### config.mk
export PLATFORM = sky130hd
export DESIGN_NAME = mvpp_cfg
export DESIGN_NICKNAME = d
export VERILOG_FILES = /design/src/rtl/core/mvpp_pkg.sv /design/src/rtl/core/mvpp_cfg.sv
export SDC_FILE = /design/constraint.sdc
export NUM_CORES = 1
export LEC_CHECK = 0
export BUFFER_PORTS_ARGS = -buffer_cell sky130_fd_sc_hd__buf_2
export CAP_MARGIN = 30
export CORE_ASPECT_RATIO = 1.2
export CORE_MARGIN = 2
export CORE_UTILIZATION = 49
export DETAILED_ROUTE_END_ITERATION = 12
export GPL_ROUTABILITY_DRIVEN = 1
export PLACE_DENSITY = 0.95
export SLEW_MARGIN = 25
export SYNTH_ARGS = -nofsm -noshare
export SYNTH_HDL_FRONTEND = slang
export SYNTH_SLANG_ARGS = --single-unit
### constraint.sdc
create_clock -name clk -period 2.6 [get_ports clk]
set_clock_uncertainty 0.15 [all_clocks]
set_input_delay 0.26 -clock clk [delete_from_list [all_inputs] [get_ports clk]]
set_output_delay 0.26 -clock clk [all_outputs]
set_load 0.005 [all_outputs]
### src/rtl/core/mvpp_pkg.sv
// Shared types, widths and modular helper functions for the polymatrix product core.
package mvpp_pkg;

    localparam int CB = 60;   // coefficient and modulus width

    typedef struct packed {
        logic [CB-1:0] weight;
        logic [CB-1:0] coefficient;
    } in_beat_t;

    typedef struct packed {
        logic [CB-1:0] sum_value;
        logic [15:0]   column_index;
        logic [11:0]   coeff_index;
        logic          last_of_column;
    } out_beat_t;

    typedef struct packed {
        logic [CB-1:0] modulus;
        logic [15:0]   row_count;
        logic [15:0]   col_count;
        logic [12:0]   coeffs_in_use;
    } cfg_t;

    // register indexes on the configuration port
    typedef enum logic [1:0] {
        REG_MODULUS = 2'd0,
        REG_ROWS    = 2'd1,
        REG_COLS    = 2'd2,
        REG_COEFFS  = 2'd3
    } reg_idx_t;

    // accumulator reduction sequencer
    typedef enum logic [1:0] {
        RED_IDLE = 2'd0,
        RED_RUN  = 2'd1,
        RED_DONE = 2'd2
    } red_state_t;

    // reduce t < 2p into [0, p)
    function automatic logic [CB-1:0] red_lt2(input logic [CB:0] t, input logic [CB-1:0] p);
        logic [CB:0] d;
        d = t - {1'b0, p};
        return (t >= {1'b0, p}) ? d[CB-1:0] : t[CB-1:0];
    endfunction

    // reduce t < 3p into [0, p)
    function automatic logic [CB-1:0] red_lt3(input logic [CB+1:0] t, input logic [CB-1:0] p);
        logic [CB+1:0] p1;
        logic [CB+1:0] p2;
        logic [CB+1:0] d1;
        logic [CB+1:0] d2;
        p1 = {2'b00, p};
        p2 = {1'b0, p, 1'b0};
        d1 = t - p1;
        d2 = t - p2;
        if (t >= p2)
            return d2[CB-1:0];
        else if (t >= p1)
            return d1[CB-1:0];
        else
            return t[CB-1:0];
    endfunction

    // (a + b) mod p for a, b < p
    function automatic logic [CB-1:0] add_mod(input logic [CB-1:0] a, input logic [CB-1:0] b,
                                              input logic [CB-1:0] p);
        logic [CB:0] s;
        s = {1'b0, a} + {1'b0, b};
        return red_lt2(s, p);
    endfunction

endpackage

### src/rtl/core/mvpp_cfg.sv
// APB-style configuration registers of the polymatrix product core.
module mvpp_cfg (
    input  logic          clk,
    input  logic          rst_n,
    input  logic          psel,
    input  logic          penable,
    input  logic          pwrite,
    input  logic [4:0]    paddr,
    input  logic [63:0]   pwdata,
    output logic [63:0]   prdata,
    output mvpp_pkg::cfg_t cfg
);
    import mvpp_pkg::*;

    cfg_t     cfg_reg;
    cfg_t     cfg_next;
    reg_idx_t sel;

    assign sel = reg_idx_t'(paddr[4:3]);

    // register write decode
    always_comb
    begin
        cfg_next = cfg_reg;
        if (psel && penable && pwrite)
        begin
            unique case (sel)
                REG_MODULUS: cfg_next.modulus       = pwdata[CB-1:0];
                REG_ROWS:    cfg_next.row_count     = pwdata[15:0];
                REG_COLS:    cfg_next.col_count     = pwdata[15:0];
                REG_COEFFS:  cfg_next.coeffs_in_use = pwdata[12:0];
                default:     cfg_next = cfg_reg;
            endcase
        end
    end

    always_ff @(posedge clk or negedge rst_n)
    begin
        if (!rst_n)
        begin
            cfg_reg.modulus       <= CB'(65537);
            cfg_reg.row_count     <= 16'd1;
            cfg_reg.col_count     <= 16'd1;
            cfg_reg.coeffs_in_use <= 13'd4096;
        end
        else
            cfg_reg <= cfg_next;
    end

    // read-back mux
    always_comb
    begin
        unique case (sel)
            REG_MODULUS: prdata = 64'(cfg_reg.modulus);
            REG_ROWS:    prdata = 64'(cfg_reg.row_count);
            REG_COLS:    prdata = 64'(cfg_reg.col_count);
            REG_COEFFS:  prdata = 64'(cfg_reg.coeffs_in_use);
            default:     prdata = '0;
        endcase
    end

    assign cfg = cfg_reg;
endmodule

## After elaboration in Yosys (flattened, before gate mapping)

Index checks and enable logic that the tools add are counted.

| word-level totals | value |
|---|---|
| register bits | 105 |
| bits of input ports | 74 |
| output and inout bits | 169 |
| word-level logic and storage cells | 15 |

| operators by class | value |
|---|---|
| eq/ne operators | 3 |
| mux-type cells | 1 |
| reduce and logical (&&, ||, !) cells | 7 |

Operators with widths:

| operator | count |
|---|---|
| 64-bit case mux with 4 select lines | 1 |
| 2-bit AND reduction | 4 |
| 2-bit equality test (second input constant) | 2 |
| 2-bit by 1-bit equality test with 1-bit output (second input constant) | 1 |
| 1-bit logical AND | 2 |
| 2-bit zero test | 1 |

## Longest topological paths before layout

Gate-level depths: netlist of the first run.

| logic depth | value |
|---|---|
| word-level depth | 3 |
| gate-level depth with buffers | 5 |

## Worst setup path before layout of the first run

Ideal clock, no wire load.

| timing path | value |
|---|---|
| path type | input to output |
| from | input paddr[3] |
| to | output prdata[10] |
| arrival time | 1.190 ns |
| slack | 1.000 ns |
| stages | 3 |
| cells stage by stage | buf_4 > buf_4 > mux4_2 |

| between the ends | value |
|---|---|
| longest elaborated chain between the ends | 2 |

RTL lines:

| what | line | source |
|---|---|---|
| start, declared | mvpp_cfg.sv:8 | `input logic [4:0] paddr,` |
| 2-bit equality test, or another cell as far along | mvpp_cfg.sv:53 | `unique case (sel)` |
| 64-bit case mux with 4 select lines (*) | mvpp_cfg.sv:53 |  |
| end, declared | mvpp_cfg.sv:10 | `output logic [63:0] prdata,` |

Every way passes the cells marked *; elsewhere a longest branch is shown, timed or not. The select of a mux whose other input is x is not followed.

## Final worst setup path of the first run

Ends and elaborated chain as after synthesis.

==> summary.md, run 1 <==
| Metric | Value |
|---|---|
| Initial antenna violation count | 0 |
| Largest net degree at the start of global routing | 46 |
| Part of the Yosys area used for sequential elements | 56.74% |
| CP Cell Sequence | buf_2 > buf_4 > mux4_2 > buf_2 |
| Period utilization | 76.31% |
| Gr usage total | 27.87% |
| Syn-to-layout area delta | 44.42% |
| Hold_sp | pwdata[12] |
| Num rows | 38 |
| Ports | 243 |
| Post-CTS sizing | 0 |
| Worst VDD drop | between 0.0005 and 0.0006 V |
| First-pass iteration count of the detailed router | 4 |
| WHS Path Cells | 2 |
| CTS tree | done |
| Die area | slightly above 10000 um2 |
| Critical path required time | 2.19 ns |
| Rel. slew slack | 51.34% |
| Status | finished, final reports clean |
| CP Capture Type | output port |
| CP startpoint kind | primary input |
| Clock sink count | ~110 |
| Final ANT Viol Nets | 0 |
| Vias in the first global route | 4121 |
| Average wire per standard cell | between 15 and 20 um |
| Slew Viols, Final | 0 |
| Max reg flops | around 110 |
| Reg2Reg Capture Point | cfg[5]$_DFFE_PN0P_ |
| R2R depth | 1 |
| Critical Path AT | 1.57 ns |
| Clock power frac | 22.0% |
| Cell mode on critical path | buf_2 |
| Share of cells above drive strength 1 | 60.93% |
| Hold Path Class | in -> reg |
| Internal power | 3.288 mW |
| CP Class | in -> out |
| DIE WIDTH | 92.85 um |
| Post-Route WL | ~14000 um |
| Avg Cell Area, Syn | ~15 um2 |
| Gr ovfl total | 0 |
| Area contributors post-synth | dfrtp_1 (54%), mux2_2 (22%), mux4_2 (6.3%) |
| P per Cell Area | 705.6 nW/um2 |
| Fillers | 539 |
| Clk buf depth | 2 |
| Top cell type by total area after synthesis | dfrtp_1 |
| Max stage delay on crit path | 0.56 ns |
| First-pass GRT wire length | ~22000 um |
| Count of input and output buffers | 231 |
| Area of the core | roughly 9100 um2 |
| Synthesized cell area | about 4600 um2 |
| Final Critical Period | 1.984 ns |
| Crit-path leading delay family | buffers and inverters |
| Placed Instances | about 650 |
| Hold buffers post-CTS | 57 |
| Clk slew on worst S/H paths | 0.10 ns |
| Die H | about 110 um |
| R2R Setup Slk | 1.56 ns |
| Initial DRC Count | ~160 |
| Fmax | between 500 and 600 MHz |
| Sw Share | 30.49% |
| Root Driver | clkbuf_8 |
| NumNets Final | ~670 |
| Core Util, Final | 73.44% |
| Yosys top cell area share | 53.91% |
| Max_cap viols | 0 |
| Comb power frac | 28.5% |
| Antenna Cells | 0 |
| Synth cell types | 23 |
| Final setup vio count | 0 |
| Post-Syn Instances | 308 |
| Vias | 3812 |
| Sw power | between 1 and 1.5 mW |
| Final Hold Fails | 0 |
| Seq pwr share | 49.5% |
| Via/cell ratio | about 5.3 |
| Worst hold slack | 0.01645 ns |
| Crit path max fanout | 13 |
| H-tree depth | 3 |
| Total clock buffers created by CTS | 9 |
| Drc violations | 0 |
| Post-CTS setup buffer count | 0 |
| Leakage power | between 3 and 4 nW |
| CP Buf/Inv Count | 3 |
| HPWL after DPL | 9061 um |
| Flop and latch count out of synthesis | 105 |
| Setup TNS | 0 ns |
| Yosys warning count | 0 |
| Later-pin clock latency in the skew report | 0.38 ns |
| Endpoint, Worst Hold | cfg[41]$_DFFE_PN0P_ |
| Reg-to-Reg Start | cfg[5]$_DFFE_PN0P_ |
| RSZ-0062 raised after global routing | no |
| Layout Cells excl Fill | ~720 |
| Crit path max-delay cell type | mux4_2 |
| Initial core utilization | between 50% and 60% |
| Gpl congestion | 0.7531 |
| Worst Max-Slew Pin Slew | 0.7299 ns |
cells by family (layout without fill, tap and decap cells):
| kind of cell | count (synthesis) | count (layout) | share of synthesized area (%) |
|---|---|---|---|
| AO/OA/AOI/OAI | 3 | 3 | 0.3234 |
| AND/OR/NAND/NOR | 55 | 55 | 7.466 |
| buffers and inverters | 23 | 316 | 2.965 |
| flip-flops | 105 | 105 | 56.74 |
| other | 1 | 4 | 0.08078 |
| multiplexers | 121 | 121 | 32.43 |
area by class of cell:
type                       instances  area [um2]  share of cell area [%]
clock buffer                      10       127.6                   1.904
clock inverter                     6       73.82                   1.101
inverter                           1       3.754                 0.05599
multi-input combinational        183        1891                   28.20
sequential                       105        2634                   39.29
tap                              120       150.1                   2.240
timing repair buffer             299        1824                   27.21
through the flow:
| stage | area (um2) | power, mW | setup WS, ns |
|---|---|---|---|
| global placement | 5932 | 3.507 | 0.5901 |
| detailed placement | 5932 | 3.605 | 0.5870 |
| floorplan | 4653 | 2.849 | 1.000 |
| CTS | 6704 | 4.707 | 0.5931 |
| finish | 6704 | 4.730 | 0.6159 |
| global route | 6704 | 4.975 | 0.5384 |
power groups by stage:
| stage | sequential [mW] | combinational [mW] | clock [mW] |
|---|---|---|---|
| after floorplan | 2.32 | 0.526 | 0 |
| after global placement | 2.30 | 1.21 | 0 |
| after detailed placement | 2.34 | 1.26 | 0 |
| after CTS | 2.32 | 1.34 | 1.05 |
| after global routing | 2.39 | 1.45 | 1.13 |
| final | 2.34 | 1.35 | 1.04 |
per-layer routing:
| metal | vias up | GRT usage, % | wire length, um |
|---|---|---|---|
| met1 | 1881 | 30.57 | 4899 |
| met2 | 228 | 49.32 | 7489 |
| met5 | - | 0 | 0 |
| li1 | 1660 | - | - |
| met3 | 43 | 6.685 | 1207 |
| met4 | 0 | 14.31 | 516 |
worst max path at each step:
stage | from | to | cells past startpoint
after floorplan | paddr[3] | prdata[10] | 3
after global placement | paddr[3] | prdata[8] | 4
after detailed placement | paddr[3] | cfg[47]$_DFFE_PN0P_ | 5
after CTS | paddr[3] | prdata[8] | 4
after global routing | paddr[3] | prdata[10] | 4
final | paddr[3] | prdata[10] | 4
synth_stat cells (all sizes together):
master,count
nand2,3
nor2b,1
or2,1
mux2,105
dfrtp,100
clkbuf,4
nand3,1
nand4,1
conb,1
inv,1
buf,18
dfstp,5
nor3,2
mux4,13
o21ai,3
and2,44
nor2,2
mux2i,3
placed cells by master (no fill, tap or decap), types with 2 or more instances in the layout:
cell	n
buf_2	230
dfrtp_1	100
mux2_2	89
dlygate4sd3_1	57
and2_1	44
mux2_1	16
mux4_2	13
buf_4	11
clkbuf_8	9
dfstp_2	5
conb_1	4
mux2i_1	3
nand2_1	3
o21ai_0	3
nor2_2	2
nor3_4	2
clkinvlp_4	2
Note: power is estimated with default switching activity, not from simulation.
==> inputs of run 2 (changes only) <==
ABC_AREA = 1   (was default)
CORE_UTILIZATION = 46   (was 49)
PLACE_DENSITY = 0.9   (was 0.95)
clock period = 1.9 ns   (was 2.6 ns; I/O delays follow)
==> summary.md, run 2 <==
| Metric | Value |
|---|---|
| Count of input and output buffers | 231 (unchanged) |
| Fmax | 653.2 MHz |
| Pre-CTS setup slack | 0.3334 ns (-0.2536 ns) |
| Slew Viols, Final | 0 (unchanged) |
| CTS tree | done |
| Clock sink count | 105 (unchanged) |
| Yosys top cell area share | 50.93% (-3.0 points) |
| CP Capture Type | output port |
| Hold buffers post-CTS | 61 (+7.0%) |
| Clk buf depth | 2 (unchanged) |
| CP startpoint kind | flip-flop |
| Status | finished, final reports clean |
| Synth Flop Type | dfrtp_1 |
| Most common cell in the netlist | nand2_1 |
| Post-Route WL | 16300 um (+15%) |
| Gr ovfl total | 0 (unchanged) |
| Async SR Flop Fraction | 100.0% (unchanged) |
| Post-CTS setup buffer count | 0 (unchanged) |
| Gr usage total | 27.70% (-0.17 points) |
| Root Driver | clkbuf_16 |
| Critical Path AT | 1.19 ns (-0.38 ns) |
| Initial DRC Count | 300 (+85%) |
| Worst VDD drop | 0.0004960 V (-17%) |
| Avg Cell Area, Syn | 7.641 um2 (-49%) |
| Max_cap viols | 0 (unchanged) |
| Max reg flops | 105 (unchanged) |
| Die H | 117.2 um (+6.0%) |
| Top cell type by total area after synthesis | dfrtp_1 |
| H-tree depth | 3 (unchanged) |
| Period utilization | 80.57% |
| RSZ-0062 raised after global routing | no |
| Synth cell types | 18 (-22%) |
| Vias in the first global route | 4942 (+20%) |
| Fillers | 823 (+53%) |
| Ports | 243 (unchanged) |
| NumNets Final | 1001 (+49%) |
| Num rows | 41 (+7.9%) |
| Worst Max-Slew Pin Slew | 0.4970 ns (-0.2329 ns) |
| Drc violations | 0 (unchanged) |
| CP Class | reg -> out |
| HPWL after DPL | 10590 um (+17%) |
| Post-route setup slack | 0.3691 ns (-0.2468 ns) |
| Syn-to-layout area delta | 43.57% |
| Total clock buffers created by CTS | 9 (unchanged) |
| Flop and latch count out of synthesis | 105 (unchanged) |
| Hold Path Class | in -> async |
| Vias | 5219 (+37%) |
| Die area | 11530 um2 (+12%) |
| Post-CTS sizing | 0 (unchanged) |
| Part of the Yosys area used for sequential elements | 53.60% (-3.1 points) |
| Top cells by count, synth | nand2_1 (338), dfrtp_1 (100), inv_1 (47), nor2_1 (44), nand3_1 (42) |
| Post-Syn Instances | 643 (+110%) |
| Leakage power | 4.161 nW (+22%) |
| Placed Instances | 984 (+51%) |
| Largest net degree at the start of global routing | 45 (-2.2%) |
| Sequential cell area | 2634 um2 (unchanged) |
| Setup TNS | 0 ns (unchanged) |
| DIE WIDTH | 98.35 um (+5.9%) |
| Average wire per standard cell | 15.35 um (-21%) |
| Critical path required time | 1.56 ns (-0.63 ns) |
| Final Hold Fails | 0 (unchanged) |
| P per Cell Area | 908.3 nW/um2 (+29%) |
| Final ANT Viol Nets | 0 (unchanged) |
| Gpl congestion | 0.8321 (+10%) |
| Final setup vio count | 0 (unchanged) |
| Crit path max fanout | 3 (-10) |
| Share of cells above drive strength 1 | 30.26% (-31 points) |
| Layout Cells excl Fill | 1062 (+47%) |
| Post-synth EDFFs | 0 (unchanged) |
| Synthesized cell area | 4913 um2 (+5.8%) |
| Final Critical Period | 1.531 ns |
| First-pass GRT wire length | 24890 um (+13%) |
| Initial core utilization | 46.95% (-3.9 points) |
| Yosys warning count | 0 (unchanged) |
| Initial antenna violation count | 1 (+1) |
| Highest-count cells in the layout ignoring fill and taps | nand2_1 (338), buf_2 (230), dfrtp_1 (100) |
| Via/cell ratio | 4.914 (-6.7%) |
| Commonest non-fill, non-tap cell in the layout | nand2_1 |
| Clk slew on worst S/H paths | 0.07 ns (-0.03 ns) |
| Multi-input gate area | 1889 um2 (about the same) |
| Area contributors post-synth | dfrtp_1 (51%), nand2_1 (26%), nand3_1 (4.3%) |
| Area of the core | 10470 um2 (+15%) |
| Later-pin clock latency in the skew report | 0.33 ns (-0.05 ns) |
| Rel. slew slack | 66.79% (+15 points) |
| First-pass iteration count of the detailed router | 5 (+1) |
## run 2: cell count changes after synthesis, moves of 13 or more
cell and delta:
nand2_1 +335, mux2_2 -89, inv_1 +46, and2_1 -44, nor2_1 +43, nand3_1 +41
mux2_1 -16, mux4_2 -13
## run 2: path summary, 6_finish.rpt
path | cells past startpoint | slack, ns | startpoint | endpoint
max | 3 | 0.37 | cfg[29]$_DFFE_PN1P_ | prdata[0]
min | 2 | 0.04 | rst_n | cfg[10]$_DFFE_PN0P_
max reg2reg | 2 | 1.02 | cfg[45]$_DFFE_PN1P_ | cfg[45]$_DFFE_PN1P_
min reg2reg | 2 | 0.33 | cfg[29]$_DFFE_PN1P_ | cfg[29]$_DFFE_PN1P_
max in group asynchronous | 3 | 0.92 | rst_n | cfg[61]$_DFFE_PN1P_
min in group clk | 5 | 0.18 | paddr[4] | cfg[12]$_DFFE_PN1P_
## run 2: critical path, stage by stage (launching register included)
cell	delay (ns)
dfstp_2	0.55
nand3_1	0.09
nand4_1	0.11
buf_2	0.11
## run 2: layout make-up
| class | count | area share [%] |
|---|---|---|
| multi-input combinational | 456 | 26.78 |
| antenna | 1 | 0.03547 |
| timing repair buffer | 305 | 27.17 |
| clock buffer | 10 | 3.246 |
| tap | 129 | 2.288 |
| inverter | 50 | 2.661 |
| clock inverter | 6 | 0.4789 |
| sequential | 105 | 37.34 |
## run 2: per-layer routing
layer	up-vias	wire (um)	track usage, %
met5	-	0	0
met4	0	378	12.05
met3	41	1414	5.998
met2	305	8444	49.93
met1	2377	6061	32.02
li1	2496	-	-
## run 2: logic make-up (layout without fill, tap and decap cells)
| family | Yosys count | in the layout | synth area share [%] |
|---|---|---|---|
| buffers and inverters | 85 | 371 | 8.174 |
| other | 1 | 5 | 0.07632 |
| DFF | 105 | 105 | 53.60 |
| and+or+nand+nor | 452 | 452 | 38.15 |
## run 2: per-stage QoR
stage	power [mW]	utilization (%)	cell area (um2)	hold WS, ns
after floorplan	3.730	-	4925	-0.2556
after global placement	4.568	59.04	6178	-0.1533
after detailed placement	4.650	59.04	6178	-0.1507
after CTS	6.438	67.38	7052	0.01677
after global routing	6.801	67.41	7054	0.05601
final	6.408	67.41	7054	0.03896
## run 2: where the power goes
group	internal, mW	switching [mW]	total (mW)
Sequential	2.71	0.399	3.11
Combinational	0.791	0.843	1.63
Clock	0.882	0.781	1.66
Total	4.38	2.02	6.41
==> inputs of run 3 (changes only) <==
clock period = 1.55 ns   (was 1.9 ns; I/O delays follow)
==> summary.md, run 3 (same netlist as run 2, synthesis figures left out) <==
| Metric | Value |
|---|---|
| Slew Viols, Final | 0 (unchanged) |
| P per Cell Area | 1166 nW/um2 (+28%) |
| Max_cap viols | 0 (unchanged) |
| Die H | 117.2 um (unchanged) |
| Gpl congestion | 0.8077 (-2.9%) |
| Largest net degree at the start of global routing | 106 (+140%) |
| Final setup vio count | 0 (unchanged) |
| Hold Path Class | in -> reg |
| NumNets Final | 1003 (+0.20%) |
| Core Util, Final | 68.45% (+1.0 points) |
| Design Power | 8.355 mW (+30%) |
| Max reg flops | 105 (unchanged) |
| Critical Path AT | 1.23 ns (+0.04 ns) |
| CP startpoint kind | flip-flop |
| Crit path max fanout | 3 (unchanged) |
| Fillers | 804 (-2.3%) |
| Hold buffers post-CTS | 61 (unchanged) |
| WHS Path Cells | 5 |
| Clock sink count | 105 (unchanged) |
| CP Cell Sequence | nand3_1 > nand4_1 > buf_2 |
| Die area | 11530 um2 (unchanged) |
| Share of cells above drive strength 1 | 30.51% (+0.26 points) |
| Post-CTS sizing | 0 (unchanged) |
| Status | finished, final reports clean |
| Initial core utilization | 46.95% (unchanged) |
| Clk slew on worst S/H paths | 0.07 ns (about the same) |
| Initial DRC Count | 349 (+16%) |
| RSZ-0062 raised after global routing | no |
| CP Capture Type | output port |
| Clk buf depth | 2 (unchanged) |
| Rel. slew slack | 61.96% (-4.8 points) |
| Count of input and output buffers | 231 (unchanged) |
| Placed standard-cell area | 6206 um2 (+0.45%) |
| Num rows | 41 (unchanged) |
| Syn-to-layout area delta | 45.79% |
| Final instance area | 7163 um2 (+1.5%) |
| Via/cell ratio | 4.979 (+1.3%) |
| Gr usage total | 27.12% (-0.58 points) |
| Crit path max-delay cell type | dfstp_2 |
| Gr ovfl total | 0 (unchanged) |
| HPWL after DPL | 10450 um (-1.3%) |
| DIE WIDTH | 98.35 um (unchanged) |
| Final Critical Period | 1.535 ns |
| Vias in the first global route | 4905 (-0.75%) |
| Worst Max-Slew Pin Slew | 0.5706 ns (+0.07357 ns) |
| CTS tree | done |
| Post-Route WL | 16050 um (-1.5%) |
| Worst hold slack | 0.09155 ns (+0.05259 ns) |
| H-tree depth | 3 (unchanged) |
| Average wire per standard cell | 15.06 um (-1.9%) |
| R2R depth | 2 (unchanged) |
| Period utilization | 99.05% |
| Fmax | between 600 and 700 MHz |
| Vias | 5308 (+1.7%) |
| Final ANT Viol Nets | 0 (unchanged) |
| Later-pin clock latency in the skew report | 0.34 ns (about the same) |
| Root Driver | clkbuf_16 |
| Setup TNS | 0 ns (unchanged) |
| Leakage power | 4.204 nW (+1.0%) |
| Area of the core | 10470 um2 (unchanged) |
| Commonest non-fill, non-tap cell in the layout | nand2_1 |
| Ports | 243 (unchanged) |
| Total clock buffers created by CTS | 9 (unchanged) |
| Initial antenna violation count | 2 (+1) |
| First-pass iteration count of the detailed router | 5 (unchanged) |
| Post-CTS setup buffer count | 0 (unchanged) |
| Final Hold Fails | 0 (unchanged) |
| Max stage delay on crit path | 0.55 ns (about the same) |
| Critical path required time | 1.24 ns (-0.32 ns) |
| Drc violations | 0 (unchanged) |
| First-pass GRT wire length | 24640 um (-1.0%) |
| Highest-count cells in the layout ignoring fill and taps | nand2_1 (338), buf_2 (230), dfrtp_1 (100) |
| Worst VDD drop | 0.0006367 V (+28%) |
| CP Class | reg -> out |
[run 3: cell types whose count changed in the layout (fill, tap and decap cells not counted)]
| cell | previous run | this run |
|---|---|---|
| buf_12 | 4 | 5 |
| clkinv_4 | 0 | 2 |
| clkbuf_1 | 1 | 0 |
| diode_2 | 1 | 3 |
| clkinv_2 | 5 | 0 |
| clkbuf_8 | 0 | 2 |
| bufinv_16 | 0 | 2 |
| buf_4 | 10 | 11 |
[run 3: area by class of cell]
| class | count | area [um2] | area share [%] |
|---|---|---|---|
| flip-flops and latches | 105 | 2634 | 36.77 |
| repair buffers | 307 | 1944 | 27.14 |
| multi-input cells | 456 | 1889 | 26.38 |
| clock buffers | 11 | 252.7 | 3.528 |
| inverters | 50 | 187.7 | 2.620 |
| well taps | 129 | 161.4 | 2.253 |
| clock inverters | 5 | 86.33 | 1.205 |
| diodes | 3 | 7.507 | 0.1048 |
[run 3: stage by stage]
step / worst slack (ns) / instances
floorplan: 0.4628 / 646
CTS: 0.03145 / 1063
global route: 0.002673 / 1065
detailed placement: 0.07833 / 986
global placement: 0.1285 / 986
finish: 0.01477 / 1066
[run 3: path summary, 6_finish.rpt]
check / start / slack (ns) / to
worst max-delay path: cfg[12]$_DFFE_PN1P_ / 0.01 / prdata[12]
worst min-delay path: penable / 0.09 / cfg[13]$_DFFE_PN1P_
worst max register to register: cfg[61]$_DFFE_PN1P_ / 0.67 / cfg[61]$_DFFE_PN1P_
worst min register to register: cfg[29]$_DFFE_PN1P_ / 0.33 / cfg[29]$_DFFE_PN1P_
max in group asynchronous: rst_n / 0.55 / cfg[48]$_DFFE_PN0P_
min in group asynchronous: rst_n / 0.24 / cfg[55]$_DFFE_PN0P_
[run 3: power by group]
| part | switching [mW] | internal, mW |
|---|---|---|
| Combinational | 1.04 | 0.975 |
| Clock | 1.01 | 1.52 |
| Sequential | 0.502 | 3.32 |
| Total | 2.54 | 5.81 |
[run 3: per-layer routing]
layer  global-route usage (%)  wire, um
met1                    31.36      5976
met2                    48.21      8222
met3                    6.829      1459
met4                    11.69       392
met5                        0         0
[run 3: worst max-delay path, delay by kind of cell (launching register included)]
kind | cells | cell delay, ns
and+or+nand+nor | 2 | 0.21
DFF | 1 | 0.55
buffers and inverters | 1 | 0.13
